`src/rtl/core/tkcc_pkg.sv`:
```
// shared types and codes for the two-key click classifier
package tkcc_pkg;

  localparam int unsigned TICK_W = 8;
  localparam int unsigned EV_W   = 4;
  localparam int unsigned CFG_IDX_W = 2;

  // key line patterns (active low)
  localparam logic [1:0] LINES_BOTH     = 2'd0;
  localparam logic [1:0] LINES_A        = 2'd1;
  localparam logic [1:0] LINES_B        = 2'd2;
  localparam logic [1:0] LINES_RELEASED = 2'd3;

  // event codes
  localparam logic [EV_W-1:0] EV_NONE      = 4'd0;
  localparam logic [EV_W-1:0] EV_A_SINGLE  = 4'd1;
  localparam logic [EV_W-1:0] EV_A_DOUBLE  = 4'd2;
  localparam logic [EV_W-1:0] EV_A_LONG    = 4'd3;
  localparam logic [EV_W-1:0] EV_B_SINGLE  = 4'd4;
  localparam logic [EV_W-1:0] EV_B_DOUBLE  = 4'd5;
  localparam logic [EV_W-1:0] EV_B_LONG    = 4'd6;
  localparam logic [EV_W-1:0] EV_AB_SINGLE = 4'd7;
  localparam logic [EV_W-1:0] EV_AB_DOUBLE = 4'd8;
  localparam logic [EV_W-1:0] EV_AB_LONG   = 4'd9;

  // configuration register indexes
  localparam logic [CFG_IDX_W-1:0] CFG_LONG_TICKS   = 2'd0;
  localparam logic [CFG_IDX_W-1:0] CFG_WINDOW_TICKS = 2'd1;

  localparam logic [TICK_W-1:0] LONG_TICKS_RST   = 8'd50;
  localparam logic [TICK_W-1:0] WINDOW_TICKS_RST = 8'd25;

  typedef enum logic [3:0] {
    PS_IDLE    = 4'd0,
    PS_QUAL_A  = 4'd1,
    PS_HELD_A  = 4'd2,
    PS_REST_A  = 4'd3,
    PS_QUAL_B  = 4'd4,
    PS_HELD_B  = 4'd5,
    PS_REST_B  = 4'd6,
    PS_QUAL_AB = 4'd7,
    PS_HELD_AB = 4'd8,
    PS_REST_AB = 4'd9
  } press_state_t;

  typedef enum logic [1:0] {
    CS_IDLE = 2'd0,
    CS_A    = 2'd1,
    CS_B    = 2'd2,
    CS_AB   = 2'd3
  } click_state_t;

endpackage

```
`src/rtl/core/tkcc_press.sv`:
```
// press stage: qualifies presses and reports short and long presses
module tkcc_press
  import tkcc_pkg::*;
(
  input  logic              clk,
  input  logic              rst_n,
  input  logic              step,
  input  logic [1:0]        lines,
  input  logic [TICK_W-1:0] long_ticks,
  output logic [EV_W-1:0]   press_ev
);

  press_state_t      state_r, state_nxt;
  logic [TICK_W-1:0] hold_r, hold_nxt;
  logic [TICK_W-1:0] hold_inc;
  logic              released;
  logic              long_hit;

  assign hold_inc = hold_r + TICK_W'(1);
  assign released = (lines == LINES_RELEASED);
  assign long_hit = !released && (hold_inc >= long_ticks);

  always_comb begin
    state_nxt = state_r;
    hold_nxt  = hold_r;
    unique case (state_r)
      PS_IDLE: begin
        if (lines == LINES_A) begin
          state_nxt = PS_QUAL_A;
        end else if (lines == LINES_B) begin
          state_nxt = PS_QUAL_B;
        end else if (lines == LINES_BOTH) begin
          state_nxt = PS_QUAL_AB;
        end
      end
      PS_QUAL_A: begin
        if (lines == LINES_A) begin
          hold_nxt  = '0;
          state_nxt = PS_HELD_A;
        end else begin
          state_nxt = PS_IDLE;
        end
      end
      PS_QUAL_B: begin
        if (lines == LINES_B) begin
          hold_nxt  = '0;
          state_nxt = PS_HELD_B;
        end else begin
          state_nxt = PS_IDLE;
        end
      end
      PS_QUAL_AB: begin
        if (lines == LINES_BOTH) begin
          hold_nxt  = '0;
          state_nxt = PS_HELD_AB;
        end else begin
          state_nxt = PS_IDLE;
        end
      end
      // any pattern but released counts as still held
      PS_HELD_A: begin
        if (released) begin
          state_nxt = PS_IDLE;
        end else begin
          hold_nxt = hold_inc;
          if (long_hit) state_nxt = PS_REST_A;
        end
      end
      PS_HELD_B: begin
        if (released) begin
          state_nxt = PS_IDLE;
        end else begin
          hold_nxt = hold_inc;
          if (long_hit) state_nxt = PS_REST_B;
        end
      end
      PS_HELD_AB: begin
        if (released) begin
          state_nxt = PS_IDLE;
        end else begin
          hold_nxt = hold_inc;
          if (long_hit) state_nxt = PS_REST_AB;
        end
      end
      default: state_nxt = PS_IDLE;
    endcase
  end

  always_comb begin
    press_ev = EV_NONE;
    unique case (state_r)
      PS_HELD_A: begin
        if (released) press_ev = EV_A_SINGLE;
        else if (long_hit) press_ev = EV_A_LONG;
      end
      PS_HELD_B: begin
        if (released) press_ev = EV_B_SINGLE;
        else if (long_hit) press_ev = EV_B_LONG;
      end
      PS_HELD_AB: begin
        if (released) press_ev = EV_AB_SINGLE;
        else if (long_hit) press_ev = EV_AB_LONG;
      end
      default: press_ev = EV_NONE;
    endcase
  end

  always_ff @(posedge clk) begin
    if (!rst_n) begin
      state_r <= PS_IDLE;
      hold_r  <= '0;
    end else if (step) begin
      state_r <= state_nxt;
      hold_r  <= hold_nxt;
    end
  end

  // a rest state always returns to idle on the next sample
  a_rest_to_idle: assert property (@(posedge clk) disable iff (!rst_n)
    (step && (state_r == PS_REST_A || state_r == PS_REST_B || state_r == PS_REST_AB))
    |=> (state_r == PS_IDLE))
    else $error("press stage left rest state to a non-idle state");

endmodule

```
`src/rtl/core/tkcc_click.sv`:
```
// click stage: folds short presses into single or double presses and passes other events through while idle
module tkcc_click
  import tkcc_pkg::*;
(
  input  logic              clk,
  input  logic              rst_n,
  input  logic              step,
  input  logic [EV_W-1:0]   press_ev,
  input  logic [TICK_W-1:0] window_ticks,
  output logic [EV_W-1:0]   click_ev
);

  click_state_t      state_r, state_nxt;
  logic [TICK_W-1:0] win_r, win_nxt;
  logic [TICK_W-1:0] win_inc;
  logic [EV_W-1:0]   base;
  logic [EV_W-1:0]   dbl;
  logic              expired;

  assign win_inc = win_r + TICK_W'(1);
  assign expired = (win_inc >= window_ticks);

  always_comb begin
    unique case (state_r)
      CS_A: begin
        base = EV_A_SINGLE;
        dbl  = EV_A_DOUBLE;
      end
      CS_B: begin
        base = EV_B_SINGLE;
        dbl  = EV_B_DOUBLE;
      end
      CS_AB: begin
        base = EV_AB_SINGLE;
        dbl  = EV_AB_DOUBLE;
      end
      default: begin
        base = EV_NONE;
        dbl  = EV_NONE;
      end
    endcase
  end

  always_comb begin
    state_nxt = state_r;
    win_nxt   = win_r;
    unique case (state_r)
      CS_IDLE: begin
        if (press_ev == EV_A_SINGLE) begin
          win_nxt   = '0;
          state_nxt = CS_A;
        end else if (press_ev == EV_B_SINGLE) begin
          win_nxt   = '0;
          state_nxt = CS_B;
        end else if (press_ev == EV_AB_SINGLE) begin
          win_nxt   = '0;
          state_nxt = CS_AB;
        end
      end
      default: begin
        // other events are dropped while the window runs
        if (press_ev == base) begin
          state_nxt = CS_IDLE;
        end else begin
          win_nxt = win_inc;
          if (expired) state_nxt = CS_IDLE;
        end
      end
    endcase
  end

  always_comb begin
    click_ev = EV_NONE;
    unique case (state_r)
      CS_IDLE: begin
        if (press_ev != EV_A_SINGLE && press_ev != EV_B_SINGLE &&
            press_ev != EV_AB_SINGLE) begin
          click_ev = press_ev;
        end
      end
      default: begin
        if (press_ev == base) click_ev = dbl;
        else if (expired) click_ev = base;
      end
    endcase
  end

  always_ff @(posedge clk) begin
    if (!rst_n) begin
      state_r <= CS_IDLE;
      win_r   <= '0;
    end else if (step) begin
      state_r <= state_nxt;
      win_r   <= win_nxt;
    end
  end

endmodule

```
`src/rtl/core/tkcc_outq.sv`:
```
// small result queue between the click stage and the output port
module tkcc_outq
  import tkcc_pkg::*;
#(
  parameter int unsigned DEPTH = 3
) (
  input  logic                       clk,
  input  logic                       rst_n,
  input  logic                       push,
  input  logic [EV_W-1:0]            push_data,
  output logic [$clog2(DEPTH+1)-1:0] count,
  output logic                       out_valid,
  input  logic                       out_stall,
  output logic [EV_W-1:0]            out_key_event
);

  localparam int unsigned PTR_W = (DEPTH > 1) ? $clog2(DEPTH) : 1;
  localparam int unsigned CNT_W = $clog2(DEPTH+1);
  localparam logic [PTR_W-1:0] PTR_LAST = PTR_W'(DEPTH - 1);

  logic [EV_W-1:0]  mem_r [DEPTH];
  logic [PTR_W-1:0] wr_ptr_r, rd_ptr_r;
  logic [CNT_W-1:0] count_r, count_nxt;
  logic             pop;

  assign pop           = (count_r != '0) && !out_stall;
  assign out_valid     = (count_r != '0);
  assign out_key_event = mem_r[rd_ptr_r];
  assign count         = count_r;

  always_comb begin
    count_nxt = count_r;
    if (push && !pop) count_nxt = count_r + CNT_W'(1);
    else if (!push && pop) count_nxt = count_r - CNT_W'(1);
  end

  always_ff @(posedge clk) begin
    if (push) mem_r[wr_ptr_r] <= push_data;
  end

  always_ff @(posedge clk) begin
    if (!rst_n) begin
      wr_ptr_r <= '0;
      rd_ptr_r <= '0;
      count_r  <= '0;
    end else begin
      count_r <= count_nxt;
      if (push) wr_ptr_r <= (wr_ptr_r == PTR_LAST) ? '0 : wr_ptr_r + PTR_W'(1);
      if (pop) rd_ptr_r <= (rd_ptr_r == PTR_LAST) ? '0 : rd_ptr_r + PTR_W'(1);
    end
  end

  a_no_overflow: assert property (@(posedge clk) disable iff (!rst_n)
    (count_r == CNT_W'(DEPTH)) |-> !(push && !pop))
    else $error("result queue written while full");

  a_count_bound: assert property (@(posedge clk) disable iff (!rst_n)
    count_r <= CNT_W'(DEPTH))
    else $error("result queue count out of range");

endmodule

```
`src/rtl/core/two_key_click_classifier_unit.sv`:
```
// top level of the two-key click classifier
//
//  port group  | direction | handshake         | payload
//  in_         | input     | in_valid/in_stall | in_switch_lines[1:0]
//  out_        | output    | out_valid/stall   | out_key_event[3:0]
//  cfg_        | input     | cfg_valid/ready   | cfg_index[1:0], cfg_data[7:0]
//
// one sample per cycle while in_stall is low
// samples go to an input register, then one pass of press and click logic
// writes the result queue (OUTQ_DEPTH entries)
// in_stall rises when the queue plus the sample in flight fill OUTQ_DEPTH
// synchronous active-low reset clears both stages and loads 50 and 25
module two_key_click_classifier_unit
  import tkcc_pkg::*;
#(
  parameter int unsigned OUTQ_DEPTH = 3
) (
  input  logic                 clk,
  input  logic                 rst_n,
  input  logic                 in_valid,
  output logic                 in_stall,
  input  logic [1:0]           in_switch_lines,
  output logic                 out_valid,
  input  logic                 out_stall,
  output logic [EV_W-1:0]      out_key_event,
  input  logic                 cfg_valid,
  output logic                 cfg_ready,
  input  logic [CFG_IDX_W-1:0] cfg_index,
  input  logic [TICK_W-1:0]    cfg_data
);

  localparam int unsigned CNT_W = $clog2(OUTQ_DEPTH+1);
  localparam int unsigned SUM_W = CNT_W + 1;

  logic              s1_valid_r;
  logic [1:0]        s1_lines_r;
  logic [TICK_W-1:0] long_ticks_r;
  logic [TICK_W-1:0] window_ticks_r;
  logic [EV_W-1:0]   press_ev;
  logic [EV_W-1:0]   click_ev;
  logic [CNT_W-1:0]  q_count;
  logic [SUM_W-1:0]  pending;
  logic              in_req;

  // room is reserved for the sample in flight and for the new one
  assign pending   = SUM_W'(q_count) + SUM_W'(s1_valid_r);
  assign in_stall  = (pending >= SUM_W'(OUTQ_DEPTH));
  assign in_req    = in_valid && !in_stall;
  assign cfg_ready = 1'b1;

  always_ff @(posedge clk) begin
    if (!rst_n) begin
      long_ticks_r   <= LONG_TICKS_RST;
      window_ticks_r <= WINDOW_TICKS_RST;
    end else if (cfg_valid && cfg_ready) begin
      case (cfg_index)
        CFG_LONG_TICKS:   long_ticks_r   <= cfg_data;
        CFG_WINDOW_TICKS: window_ticks_r <= cfg_data;
        default: ;
      endcase
    end
  end

  always_ff @(posedge clk) begin
    if (!rst_n) begin
      s1_valid_r <= 1'b0;
    end else begin
      s1_valid_r <= in_req;
    end
  end

  always_ff @(posedge clk) begin
    if (in_req) s1_lines_r <= in_switch_lines;
  end

  tkcc_press u_press (
    .clk        (clk),
    .rst_n      (rst_n),
    .step       (s1_valid_r),
    .lines      (s1_lines_r),
    .long_ticks (long_ticks_r),
    .press_ev   (press_ev)
  );

  tkcc_click u_click (
    .clk          (clk),
    .rst_n        (rst_n),
    .step         (s1_valid_r),
    .press_ev     (press_ev),
    .window_ticks (window_ticks_r),
    .click_ev     (click_ev)
  );

  tkcc_outq #(
    .DEPTH (OUTQ_DEPTH)
  ) u_outq (
    .clk           (clk),
    .rst_n         (rst_n),
    .push          (s1_valid_r),
    .push_data     (click_ev),
    .count         (q_count),
    .out_valid     (out_valid),
    .out_stall     (out_stall),
    .out_key_event (out_key_event)
  );

  a_req_reaches_stage: assert property (@(posedge clk) disable iff (!rst_n)
    in_req |=> s1_valid_r)
    else $error("accepted request did not reach the input register");

  a_result_in_range: assert property (@(posedge clk) disable iff (!rst_n)
    s1_valid_r |-> (click_ev <= EV_AB_LONG))
    else $error("event code out of range");

endmodule
```
`config.mk`:
```
export PLATFORM = sky130hd
export DESIGN_NAME = two_key_click_classifier_unit
export DESIGN_NICKNAME = d
export VERILOG_FILES = /design/src/rtl/core/tkcc_pkg.sv /design/src/rtl/core/tkcc_press.sv /design/src/rtl/core/tkcc_click.sv /design/src/rtl/core/tkcc_outq.sv /design/src/rtl/core/two_key_click_classifier_unit.sv
export SDC_FILE = /design/constraint.sdc
export NUM_CORES = 1
export LEC_CHECK = 0
export BUFFER_PORTS_ARGS = -buffer_cell sky130_fd_sc_hd__buf_2
export CAP_MARGIN = 0
export CORE_UTILIZATION = 25
export DETAILED_ROUTE_END_ITERATION = 10
export SYNTH_ARGS = -nofsm -noshare
export SYNTH_HDL_FRONTEND = slang
export SYNTH_HIERARCHICAL = 1
export SYNTH_SLANG_ARGS = --single-unit
export TNS_END_PERCENT = 100
```
`constraint.sdc`:
```
create_clock -name clk -period 3.5 [get_ports clk]
set_input_delay 0.175 -clock clk [delete_from_list [all_inputs] [get_ports clk]]
set_output_delay 0.175 -clock clk [all_outputs]
set_load 0.005 [all_outputs]
```
=== Yosys cells after proc, flatten, opt, wreduce, memory -nomap -nowiden ===
Memory sizes are Yosys's and may differ from the RTL's. A register that Yosys moved wholly into a read port is not among the register bits.
Cells that the tools add are included.

* Magnitude comparators: 3
* Reductions and logical operators: 27
* Muxes and demuxes: 50
* Equal/unequal tests: 32
* $add $sub $neg: 7

{| class="wikitable"
|+ Operator list
! kind !! number
|-
| $mux W8 || 9
|-
| $mux W4 || 17
|-
| $pmux W8 S4 || 1
|-
| $mux W2 || 14
|-
| $pmux W4 S7 || 1
|-
| $pmux W4 S3 || 2
|-
| $eq A4 B3 Y1 const B || 5
|-
| $add A8 B1 Y8 const B || 2
|-
| $ge A8 B8 Y1 || 2
|-
| $eq A2 B2 Y1 const B || 6
|-
| $ne A4 B1 Y1 const B || 3
|-
| $mux W3 || 3
|-
| $ne A3 B1 Y1 const B || 3
|-
| $pmux W3 S3 || 1
|-
| $eq A4 B1 Y1 const B || 2
|-
| $ne A4 B3 Y1 const B || 2
|-
| $logic_and A1 B1 Y1 || 7
|-
| $add A2 B1 Y2 const B || 3
|-
| $eq A2 B1 Y1 const B || 3
|-
| $logic_not A2 Y1 || 3
|-
| $ne A2 B1 Y1 const B || 3
|-
| $reduce_and A3 Y1 || 2
|-
| $reduce_and A6 Y1 || 1
|-
| $logic_not A1 Y1 || 5
|-
| other kinds (15) || 19
|}

* Memories kept: 1
* Bits in writable memories: 12
* Output and inout bits: 7
* Input bits: 17
* Register bits: 47
* Word-level logic and storage cells: 131

{| class="wikitable"
|+ Memories
! name !! words !! bits a word !! rd ports !! clocked after memory_dff !! wr ports !! line !! RTL
|-
| u_outq.mem_r || 3 || 4 || 1 || 1 || 1 || tkcc_outq.sv:21 || <nowiki>logic [EV_W-1:0] mem_r [DEPTH];</nowiki>
|}

=== Depth between registers and ports, before layout ===
* Depth in word-level cells: 11
* Mapped depth: 16
* Depth with buffers taken out: 15

=== Modules after synthesis ===
Netlist, hierarchy kept.

{| class="wikitable"
|+ By module, submodules not included
! module !! area each (sq um) !! seq. area each (sq um) !! cells each !! times used
|-
| tkcc_press || 1207.4 || 240.2 || 155 || 1
|-
| tkcc_click || 997.2 || 200.2 || 137 || 1
|-
| two_key_click_classifier_unit || 803.3 || 400.4 || 77 || 1
|-
| tkcc_outq || 759.5 || 520.5 || 57 || 1
|}

=== Worst setup path after synthesis ===
No wires, ideal clock.

* Path kind: register to register
* Start point: register u_press.hold_r[0]
* End point: register u_click.state_r[1]
* Data arrival time: 3.344 ns
* Clock period less this slack: 3.466 ns
* Cell stages (with the launch flop): 17
* Data required time: 3.378 ns
* Setup time: 0.122 ns
* Slack: 0.034 ns
* Cells stage by stage: dfxtp_1 -> ha_1 -> nand3_1 -> nor2_1 -> xor2_1 -> ha_1 -> a21o_1 -> a211oi_1 -> o21ai_1 -> a21oi_1 -> o31ai_1 -> buf_2 -> or3_4 -> a211oi_4 -> or2_2 -> nor2_2 -> a311o_1

* Longest elaborated chain between the ends: 10

{| class="wikitable"
|+ Ends and longest elaborated chain
! element !! line !! RTL
|-
| start, declared || tkcc_press.sv:14 || <nowiki>logic [TICK_W-1:0] hold_r, hold_nxt;</nowiki>
|-
| start signal, assigned || tkcc_press.sv:114 || <nowiki>hold_r <= hold_nxt;</nowiki>
|-
| $add A8 B1 Y8 * || tkcc_press.sv:19 || <nowiki>assign hold_inc = hold_r + TICK_W'(1);</nowiki>
|-
| $ge A8 B8 Y1 * || tkcc_press.sv:21 || <nowiki>assign long_hit = !released && (hold_inc >= long_ticks);</nowiki>
|-
| $logic_and A1 B1 Y1 * || tkcc_press.sv:21 ||
|-
| $mux W3 * || tkcc_press.sv:98 || <nowiki>else if (long_hit) press_ev = EV_B_LONG;</nowiki>
|-
| $mux W4 * || tkcc_press.sv:97 || <nowiki>if (released) press_ev = EV_B_SINGLE;</nowiki>
|-
| $pmux W4 S3 * || tkcc_press.sv:91 || <nowiki>unique case (state_r)</nowiki>
|-
| named net press_ev[2] || two_key_click_classifier_unit.sv:39 || <nowiki>logic [EV_W-1:0] press_ev;</nowiki>
|-
| $eq A4 B3 Y1 || tkcc_click.sv:52 || <nowiki>end else if (press_ev == EV_B_SINGLE) begin</nowiki>
|-
| $mux W2 || tkcc_click.sv:52 ||
|-
| $mux W2 || tkcc_click.sv:49 || <nowiki>if (press_ev == EV_A_SINGLE) begin</nowiki>
|-
| $mux W2 || tkcc_click.sv:47 || <nowiki>unique case (state_r)</nowiki>
|-
| end signal, assigned || tkcc_click.sv:93 || <nowiki>state_r <= state_nxt;</nowiki>
|-
| end, declared || tkcc_click.sv:13 || <nowiki>click_state_t state_r, state_nxt;</nowiki>
|}

Mark *: on every way through the listed nets, which the timed path passes. The rest lies on a longest branch.
A chain may end at the register's enable or synchronous reset.

=== Final worst setup path ===
* Start point: register u_press.hold_r[1]
* End point: register u_click.win_r[1]

* Longest elaborated chain between the ends: 10

{| class="wikitable"
|+ Ends and longest elaborated chain
! element !! line !! RTL
|-
| $add A8 B1 Y8 * || tkcc_press.sv:19 ||
|-
| $ge A8 B8 Y1 * || tkcc_press.sv:21 ||
|-
| $logic_and A1 B1 Y1 * || tkcc_press.sv:21 ||
|-
| $mux W3 or $mux W2 (tied branches) || tkcc_press.sv:98, tkcc_press.sv:94 ||
|-
| $mux W4, on equally long branches || tkcc_press.sv:97, tkcc_press.sv:93 ||
|-
| $pmux W4 S3 * || tkcc_press.sv:91 ||
|-
| named net press_ev[1] || two_key_click_classifier_unit.sv:39 ||
|-
| $eq A4 B3 Y1 || tkcc_click.sv:52 ||
|-
| $mux W8 || tkcc_click.sv:52 ||
|-
| $mux W8 || tkcc_click.sv:49 ||
|-
| $mux W8 || tkcc_click.sv:47 ||
|-
| end signal, assigned || tkcc_click.sv:94 || <nowiki>win_r <= win_nxt;</nowiki>
|-
| end, declared || tkcc_click.sv:14 || <nowiki>logic [TICK_W-1:0] win_r, win_nxt;</nowiki>
|}

Marked as above.

==> impl_metrics.csv <==
group,metric,value,unit
critical_path,required,3.76,ns
power,power_leakage,1.858,nW
critical_path,start_kind,"register",
final_layout,final_cell_mix,"61 x nand2_1, 44 x dfxtp_1, 26 x inv_1",
global_route,gr-total-overflow,0,
sta,maxSlewViolCount,0,
floorplanning,initial_utilization,0.2573,
critical_path,end_kind,"register",
yosys,yosys_warnings,6,
placed_design,dp.final_hpwl,5624,um
clock_network,clk_latency,0.33,ns
yosys,synth.cell_area,3767,um^2
routing,wl,7937,um
clock_network,htreeDepth,3,
yosys,syn_inst,426,
global_route,grt_max_degree,43,
clock_network,cts_hold_buf,0,
critical_path,timing_worst_setup_path_type,"register to register",
floorplanning,fp.dieArea,15560,um^2
critical_path,crit_arrival,3.57,ns
critical_path,worst-path-max-fanout,8,
routing,routed_via_density,4.751,
power,peakVddDrop,0.0002950,V
final_layout,final_nets,496,
final_layout,syn_to_final_growth,18.93,%
yosys,ys_seq_elements,61,
final_layout,fillers,1539,
clock_network,clk_transition_reported_paths,0.05,ns
yosys,ys.flop_type,"dfxtp_1",
power,p_per_area,450.3,nW/um^2
clock_network,cts_tree,"done",
yosys,synth_nets,468,
routing,drt_first_pass_iters,7,
global_route,antenna_found_initial,0,
critical_path,rr_worst_depth,17,
run,drv_cap,0,
sta,tightest_slew,0.7187,ns
clock_network,cts_setup_buffers,0,
sta,max_freq,0.3023,GHz
final_layout,fin_cells,643,
sta,hold_violations,0,
clock_network,cts-root-buf,"clkbuf_16",
run_status,violations,"DRC",
routing,dr.first_iter.drc_count,167,
floorplanning,chipWidth,124.8,um
power,p_total,2.017,mW
yosys,synth.distinct_cells,72,
sta,holdWs,0.02325,ns
routing,wl_met3,305,um
worst_hold_path,hold_depth,1,
placed_design,placed_cell_area,4098,um^2
sta,setup_tns,0,ns
final_layout,fin_util,0.3060,
routing,wl_per_cell,12.34,um
final_layout,layout_commonest_cell,"nand2_1",
routing,m1WireLength,3921,um
yosys,synth_edf_count,14,
sta,period_share,0.9452,
routing,detail-route-antenna-nets,0,
floorplanning,num_rows,44,
routing,vias,3055,
sta,finClkSkew,0.004388,ns
global_route,grt_pass1_wl,13460,um
yosys,synth_area_per_cell,8.844,um^2
yosys,ys_seq_area_frac,0.3613,
final_layout,n_antenna_cell,0,
worst_hold_path,hold_class,"primary input to register",
floorplanning,io_pins,24,
clock_network,clock_path_buffers,2,
sta,slew_headroom,0.5187,
placed_design,dp_slack,-0.1221,ns
clock_network,cts_buffers,9,
final_layout,final_area,4481,um^2
routing,drc,7,
global_route,grt_pass1_vias,2932,
sta,post-route-min-period,3.308,ns
routing,top_layer,"met4",
sta,setup_ws,0.1917,ns
global_route,track_usage,0.1065,
placed_design,place.gp.congestion,0.8383,
sta,rsz0062_at_grt,"false",
routing,route.met2.wl,3556,um
run_status,outcome,"finished, violations left",
yosys,async_flop_share,0,
floorplanning,coreArea,14640,um^2
floorplanning,fp.dieH,124.8,um
placed_design,io_buffers,22,
sta,setup_viol,0,
final_layout,drive_above_1_share,0.1961,
clock_network,cts.sinks,61,
placed_design,placedCellCount,627,
[synthesized netlist by cell type, types with 3 or more instances]
master / count / share of area
nand2_1: 61 / 0.061
dfxtp_1: 47 / 0.25
inv_1: 26 / 0.026
ha_1: 25 / 0.083
mux2i_1: 24 / 0.064
o21ai_0: 23 / 0.031
nor2_1: 22 / 0.022
edfxtp_1: 14 / 0.11
nand3_1: 14 / 0.019
nor2b_1: 10 / 0.017
a21oi_1: 9 / 0.012
nand2b_1: 9 / 0.015
nor3_1: 9 / 0.012
buf_2: 8 / 0.011
or2_2: 8 / 0.013
o211ai_1: 7 / 0.014
or3_1: 6 / 0.010
xor2_1: 6 / 0.014
a21o_1: 5 / 0.010
clkbuf_1: 5 / 0.0050
o21a_1: 5 / 0.010
and2_1: 4 / 0.0066
and3_1: 4 / 0.0066
a211oi_1: 3 / 0.0060
a21boi_1: 3 / 0.0060
a22o_1: 3 / 0.0070
and3b_1: 3 / 0.0070
buf_6: 3 / 0.0090
nand4_1: 3 / 0.0050
nand4b_1: 3 / 0.0070
nor3b_1: 3 / 0.0060
o31ai_1: 3 / 0.0060
xnor2_1: 3 / 0.0070
[power breakdown]
part / leakage, nW / internal, mW / switching [mW] / total (mW)
Clock: 0.131 / 0.496 / 0.292 / 0.787
Combinational: 1.21 / 0.191 / 0.205 / 0.396
Sequential: 0.518 / 0.771 / 0.0637 / 0.834
Total: 1.86 / 1.46 / 0.560 / 2.02
[metal layers]
metal / up-vias / GRT usage
met3: 14 / 0.03565
li1: 1563 / -
met1: 1416 / 0.1361
met5: - / 0
met2: 62 / 0.1623
met4: 0 / 0.04648
[cell type report]
cell class,instances,area [um^2],share of cell area
sequential,61,1368,0.3052
tap,184,230.2,0.05138
timing repair buffer,35,211.5,0.04719
inverter,26,97.59,0.02178
multi-input combinational,321,2310,0.5155
clock buffer,14,254.0,0.05669
clock inverter,2,10.01,0.002234
[timing repair]
item / CTS / global route
gates resized for setup: 6 / 25
pin swaps: 2 / 13
endpoints found under the setup margin: 18 / 19
gates cloned: 0 / 0
[worst max-delay path, cell delays in order (launching register included)]
cell	delay [ns]
dfxtp_2	0.36
and3_1	0.16
nand3_1	0.13
or3_1	0.36
nand2_1	0.08
ha_1	0.24
a211oi_2	0.24
o21ai_2	0.10
buf_4	0.16
nand4_1	0.11
nand3_2	0.10
buf_6	0.15
or2b_1	0.15
and4_4	0.22
o21ai_2	0.07
nor3_2	0.21
buf_4	0.19
mux2i_1	0.19
[flip-flops by register name, summed over array words and instances (netlist names), named ones only]
signal           count
u_press/hold_r       8
u_outq/mem_r        12
u_click/state_r      2
u_outq/count         2
s1_valid_r           1
window_ticks_r       8
u_outq/rd_ptr_r      2
s1_lines_r           2
u_click/win_r        8
long_ticks_r         8
u_outq/wr_ptr_r      2
u_press/state_r      4
[path summary, 6_finish.rpt]
path	startpoint	slack, ns	endpoint
worst max-delay path	u_press/hold_r[1]	0.19	u_click/win_r[1]
worst min register to register	long_ticks_r[2]	0.46	long_ticks_r[2]
worst max register to register	u_press/hold_r[1]	0.19	u_click/win_r[1]
worst min-delay path	in_switch_lines[0]	0.02	s1_lines_r[0]
[logic make-up (layout without fill, tap and decap cells)]
family / after synthesis / after routing / synth area share
muxes: 25 / 25 / 0.06775
other: 1 / 1 / 0.0009954
buffers and inverters: 44 / 77 / 0.05447
xor gates and xnor gates: 9 / 9 / 0.02092
adders and majority gates: 25 / 25 / 0.08303
DFF: 61 / 61 / 0.3613
AOI/OAI and AO/OA: 83 / 83 / 0.1581
and+or+nand+nor: 178 / 178 / 0.2534
Note: power is estimated with default switching activity, not from simulation.
